File: src/bpfa_pkg.sv
// ----------------------------------------------------------------------------
// bpfa_pkg
// Shared sizes, codes and types of the bitmap page frame allocator.
// ----------------------------------------------------------------------------
package bpfa_pkg;

  localparam int NUM_FRAMES = 65536;
  localparam int WORD_BITS  = 64;
  localparam int BIT_W      = $clog2(WORD_BITS);
  localparam int BYTES      = WORD_BITS / 8;
  localparam int MAP_WORDS  = (NUM_FRAMES + WORD_BITS - 1) / WORD_BITS;
  localparam int WA_W       = (MAP_WORDS > 1) ? $clog2(MAP_WORDS) : 1;
  // A frame index below NUM_FRAMES, and a bound up to NUM_FRAMES itself.
  localparam int FR_W       = $clog2(NUM_FRAMES);
  localparam int HI_W       = $clog2(NUM_FRAMES + 1);
  localparam int FCNT_W     = HI_W;
  localparam logic [52:0] NUM_FRAMES_X = 53'(NUM_FRAMES);

  localparam logic [1:0] MODE_CLEAR  = 2'd0;
  localparam logic [1:0] MODE_REGION = 2'd1;
  localparam logic [1:0] MODE_ALLOC  = 2'd2;
  localparam logic [1:0] MODE_FREE   = 2'd3;

  localparam logic [2:0] ST_OK      = 3'd0;
  localparam logic [2:0] ST_NOFREE  = 3'd1;
  localparam logic [2:0] ST_RANGE   = 3'd2;
  localparam logic [2:0] ST_ZERO    = 3'd3;
  localparam logic [2:0] ST_ALREADY = 3'd4;

  localparam logic REG_TYPE_MASK = 1'b0;
  localparam logic REG_RSV_BELOW = 1'b1;

  typedef enum logic {
    WU_SET,
    WU_TAKE
  } wu_op_t;

  typedef struct packed {
    logic [15:0] type_mask;
    logic [16:0] rsv_below;
  } cfg_t;

  typedef struct packed {
    logic [WORD_BITS-1:0]  wdata;
    logic                  found;
    logic [BIT_W-1:0]      first;
    logic [BYTES-1:0][3:0] bcnt;
  } wu_res_t;

  function automatic logic [WA_W-1:0] word_of(input logic [FR_W-1:0] f);
    logic [FR_W-1:0] s;
    s = f >> BIT_W;
    return s[WA_W-1:0];
  endfunction

endpackage

File: src/bpfa_cfg.sv
// ----------------------------------------------------------------------------
// bpfa_cfg
// Register file for the usable type mask and the reserve limit.
// ----------------------------------------------------------------------------
module bpfa_cfg import bpfa_pkg::*; (
  input  logic        clk,
  input  logic        rst_n,
  input  logic        psel,
  input  logic        penable,
  input  logic        pwrite,
  input  logic [2:0]  paddr,
  input  logic [31:0] pwdata,
  output logic [31:0] prdata,
  output logic        pready,
  output cfg_t        cfg
);

  logic [15:0] type_mask_r;
  logic [16:0] rsv_below_r;
  logic        wr_en;

  assign pready = 1'b1;
  assign wr_en  = psel & penable & pwrite;

  always_ff @(posedge clk) begin
    if (!rst_n) begin
      type_mask_r <= 16'd224;
      rsv_below_r <= 17'd256;
    end else if (wr_en) begin
      case (paddr[2])
        REG_TYPE_MASK: type_mask_r <= pwdata[15:0];
        REG_RSV_BELOW: rsv_below_r <= pwdata[16:0];
        default: ;
      endcase
    end
  end

  always_comb begin
    case (paddr[2])
      REG_TYPE_MASK: prdata = {16'd0, type_mask_r};
      REG_RSV_BELOW: prdata = {15'd0, rsv_below_r};
      default:       prdata = '0;
    endcase
  end

  assign cfg.type_mask = type_mask_r;
  assign cfg.rsv_below = rsv_below_r;

endmodule

File: config.mk
export PLATFORM = sky130hd
export DESIGN_NAME = bpfa_cfg
export DESIGN_NICKNAME = d
export VERILOG_FILES = /design/src/bpfa_pkg.sv /design/src/bpfa_cfg.sv
export SDC_FILE = /design/constraint.sdc
export NUM_CORES = 1
export LEC_CHECK = 0
export ABC_AREA = 1
export ABC_CLOCK_PERIOD_IN_PS = 1450
export BUFFER_PORTS_ARGS = -buffer_cell sky130_fd_sc_hd__buf_2
export CAP_MARGIN = 30
export CELL_PAD_IN_SITES_DETAIL_PLACEMENT = 1
export CELL_PAD_IN_SITES_GLOBAL_PLACEMENT = 1
export CORE_MARGIN = 3
export CORE_UTILIZATION = 29
export CTS_BUF_LIST = sky130_fd_sc_hd__clkbuf_4 sky130_fd_sc_hd__clkbuf_8
export DETAILED_ROUTE_END_ITERATION = 8
export MAX_ROUTING_LAYER = met4
export PLACE_DENSITY_LB_ADDON = 0.1
export SKIP_LAST_GASP = 1
export SLEW_MARGIN = 30
export SYNTH_ARGS = -nofsm -noshare
export SYNTH_HDL_FRONTEND = slang
export SYNTH_SLANG_ARGS = --single-unit
File: constraint.sdc
create_clock -name clk -period 1.45 [get_ports clk]
set_input_delay 0.435 -clock clk [delete_from_list [all_inputs] [get_ports clk]]
set_output_delay 0.435 -clock clk [all_outputs]
set_load 0.02 [all_outputs]
# Yosys cells after proc, flatten, opt, wreduce, memory -nomap -nowiden
# Index checks and enable logic that the tools add are counted.
# word_totals
register_bits,33
in_bits,40
wordCells,8
# op_classes
mux,1
bitwise_logic,3
reduce_logical,2
# op_table
op,n
one-hot mux 32 bit (2 select lines),1
AND reduction 2 bit,2
AND 1 bit,2
inverter 1 bit,1

# Longest topological paths before layout
# logic_depth
depth_word,3
ltp_mapped,6

# Least setup slack after synthesis
# OpenSTA, ideal clock, no wires.
# synth_path
path_type,in2out
startpoint,input port paddr[2]
endpoint,output port prdata[10]
arrival_ps,1036
required_time_ps,1015
setup_slack_ps,-21
path_stages,5
path_buffers,2
cell_sequence,buf_6 -> inv_4 -> buf_2 -> nand2_1 -> nand2_1
# synth_via
elab_chain_cells,2
# synth_rtl
item,line,text
"start, declared",bpfa_cfg.sv:11,"input logic [2:0] paddr,"
inverter 1 bit (no source line),n/a,
one-hot mux 32 bit (2 select lines) *,bpfa_cfg.sv:39,case (paddr[2])
"end, declared",bpfa_cfg.sv:13,"output logic [31:0] prdata,"
# Mark *: on every way between the ends. The rest lies on a longest branch, timed or not. The select of a mux whose other input is x is not followed.

# Worst setup path after layout
# layout_path
startpoint,input port paddr[2]
endpoint,output port prdata[1]
# Same word-level chain as after synthesis.

==> qor.txt <==
Worst R2R Start: type_mask_r[9]
commonest non-fill, non-tap cells in the layout: nand2_1 (65), nor2_1 (58), buf_2 (58)
Core Footprint: 0.005675 sq mm
worst setup margin: -0.04142 ns
Yosys reg bits: 33
crit-path max cell delay: 0.12 ns
final setup TNS: -0.09831 ns
DP HPWL: 3658 microns
CP Class: in2out
worst path cell trace: buf_12, inv_8, buf_12, buf_8, nand2_2, nand2_2, buf_6
CTS tree: yes
Worst Setup SP: paddr[2]
Overall Power: 2.118 mW
largest net degree at the start of global routing: 34
Layout Nets: 391
Post-Syn Area: 0.001750 sq mm
Vias: 1860
root buf cell: clkbuf_8
Area growth, synth to finish: 42.60%
Fillers: 764
placed cell count: 410
max_cap viols: 0
Vias/cell: 4.387
Synth Warn #: 0
final instance count without filler cells: 424
Hold Slack: 0.3860 ns
layout cells sized above 1: 0.3608
Total Wirelength: 5224 microns
unrepaired setup endpoints after global routing: true
Routed Antenna Nets: 0
First-pass DRT Iterations: 4
failing checks: setup timing
largest fanout on the critical path: 8
DRC viols: 0
clock buffer depth: 2
outcome: finished with violations
Mapped Cells: 270
Initial Utilization: 0.3084
syn_area_per_cell: 6.483 sq um
Worst Hold Launch: pwdata[5]
DP Worst Slack: -0.1238 ns
VDD IR-drop max: 388.2 uV
register area share after synthesis: 0.3774
die height: 83.69 microns
Synth cell types: 17
Clk Latency, worst-skew pair: 0.28 ns
Final period util: 1.029
die area: 0.007004 sq mm
largest cells by area after synthesis: dfxtp_1 (38%), nand2_1 (19%), nor2_1 (12%)
CTS H-tree lvls: 2
initial DRC count: 52
crit path time final: 1.491 ns
Final Cell Area: 0.002496 sq mm
Final Hold Violating Endpoints: 0
hold_buf cts: 0
Clock Sinks: 33
row count: 27
Final setup viols: 4
Worst Path Arrival: 1.06 ns
area occupied by registers: 660.6 sq um
CTS buffer count: 5
Setup crit end kind: output pin
die width: 83.69 microns
vias in the first global route: 1779
Placer Congestion: 0.7165
Tot GR Track Use: 0.1548
DP Area: 0.002222 sq mm
worst endpoint required time: 1.02 ns
Port-buffer cells: 72
Fmax: 670.5 MHz
leakage: 1.367 nW
dominant cell type by area after synthesis: dfxtp_1
most common cell after layout, fill and taps aside: nand2_1
DR WL/cell: 12.32 microns
Slew Limit Fails: 0
Worst setup SP type: input port
multi-input logic area: 898.4 sq um
worst min path class: in2reg
Worst-path clk slew: 0.07 ns
Ant. Diodes: 0
initial antenna violation count: 0
Core Util, Final: 0.4398
share of the synthesized area in the top cell type: 0.3774
PwrDens: 848.5 mW/mm^2
first-pass GRT wire length: 8611 microns
skew final: 0 ns
num ports: 106
GRT overflow: 0
worst-path cell with the longest stage delay: buf_12
==> critical path, delay by kind of cell <==
kind	cells	cell delay [ns]
buffers and inverters	5	0.50
and+or+nand+nor	2	0.11
==> path summary, 6_finish.rpt <==
kind / endpoint / slack, ns / cells after the start
worst max-delay path: prdata[1] / -0.04 / 7
worst max register to register: type_mask_r[9] / 0.78 / 2
worst min register to register: type_mask_r[5] / 0.48 / 2
worst min-delay path: type_mask_r[5] / 0.39 / 3
==> where the power goes <==
group,switching (mW),internal [mW],leakage (nW)
Sequential,0.0255,0.939,0.268
Clock,0.326,0.351,0.0484
Combinational,0.286,0.191,1.05
==> kinds of logic after synthesis <==
logic type,count (synthesis),synth area share
flops,33,0.3774
other cells,2,0.004290
simple gates,182,0.4417
buf+inv,52,0.1737
compound gates,1,0.002856
==> routing by layer <==
metal	global-route usage	vias to the layer above	routed length, microns	part of all wire
met5	-	-	0	0
met4	0.04386	0	55	0.011
met3	0.03356	8	311	0.060
met1	0.1874	854	2286	0.44
met2	0.2589	57	2569	0.49
li1	-	941	-	-
==> sequential cells by signal, indices dropped and copies added (netlist names) <==
name         cells
type_mask_r     16
rsv_below_r     17
==> final cells by class <==
type,instances,share of cell area
clock inverters,2,0.004010
clock buffers,6,0.03058
repair buffers,92,0.2717
inverters,20,0.03308
multi-input cells,199,0.3599
well taps,72,0.03609
flip-flops and latches,33,0.2647
==> repair_timing <==
action,4_1_cts,5_1_grt
gates cloned,1,0
pin swaps,1,0
gates resized for setup,29,9
endpoints found under the setup margin,17,11
setup buffers,5,0
==> synthesized netlist by cell type <==
| library cell | n |
|---|---|
| dfxtp_1 | 33 |
| inv_4 | 1 |
| nor2_8 | 2 |
| buf_1 | 1 |
| nor2_1 | 58 |
| inv_1 | 19 |
| conb_1 | 2 |
| buf_4 | 19 |
| buf_8 | 1 |
| buf_6 | 2 |
| buf_2 | 7 |
| nand3_4 | 1 |
| o21ai_0 | 1 |
| nand3_1 | 33 |
| nor2_2 | 1 |
| clkbuf_1 | 2 |
| nand2_1 | 87 |
(Power assumes the default switching activity.)
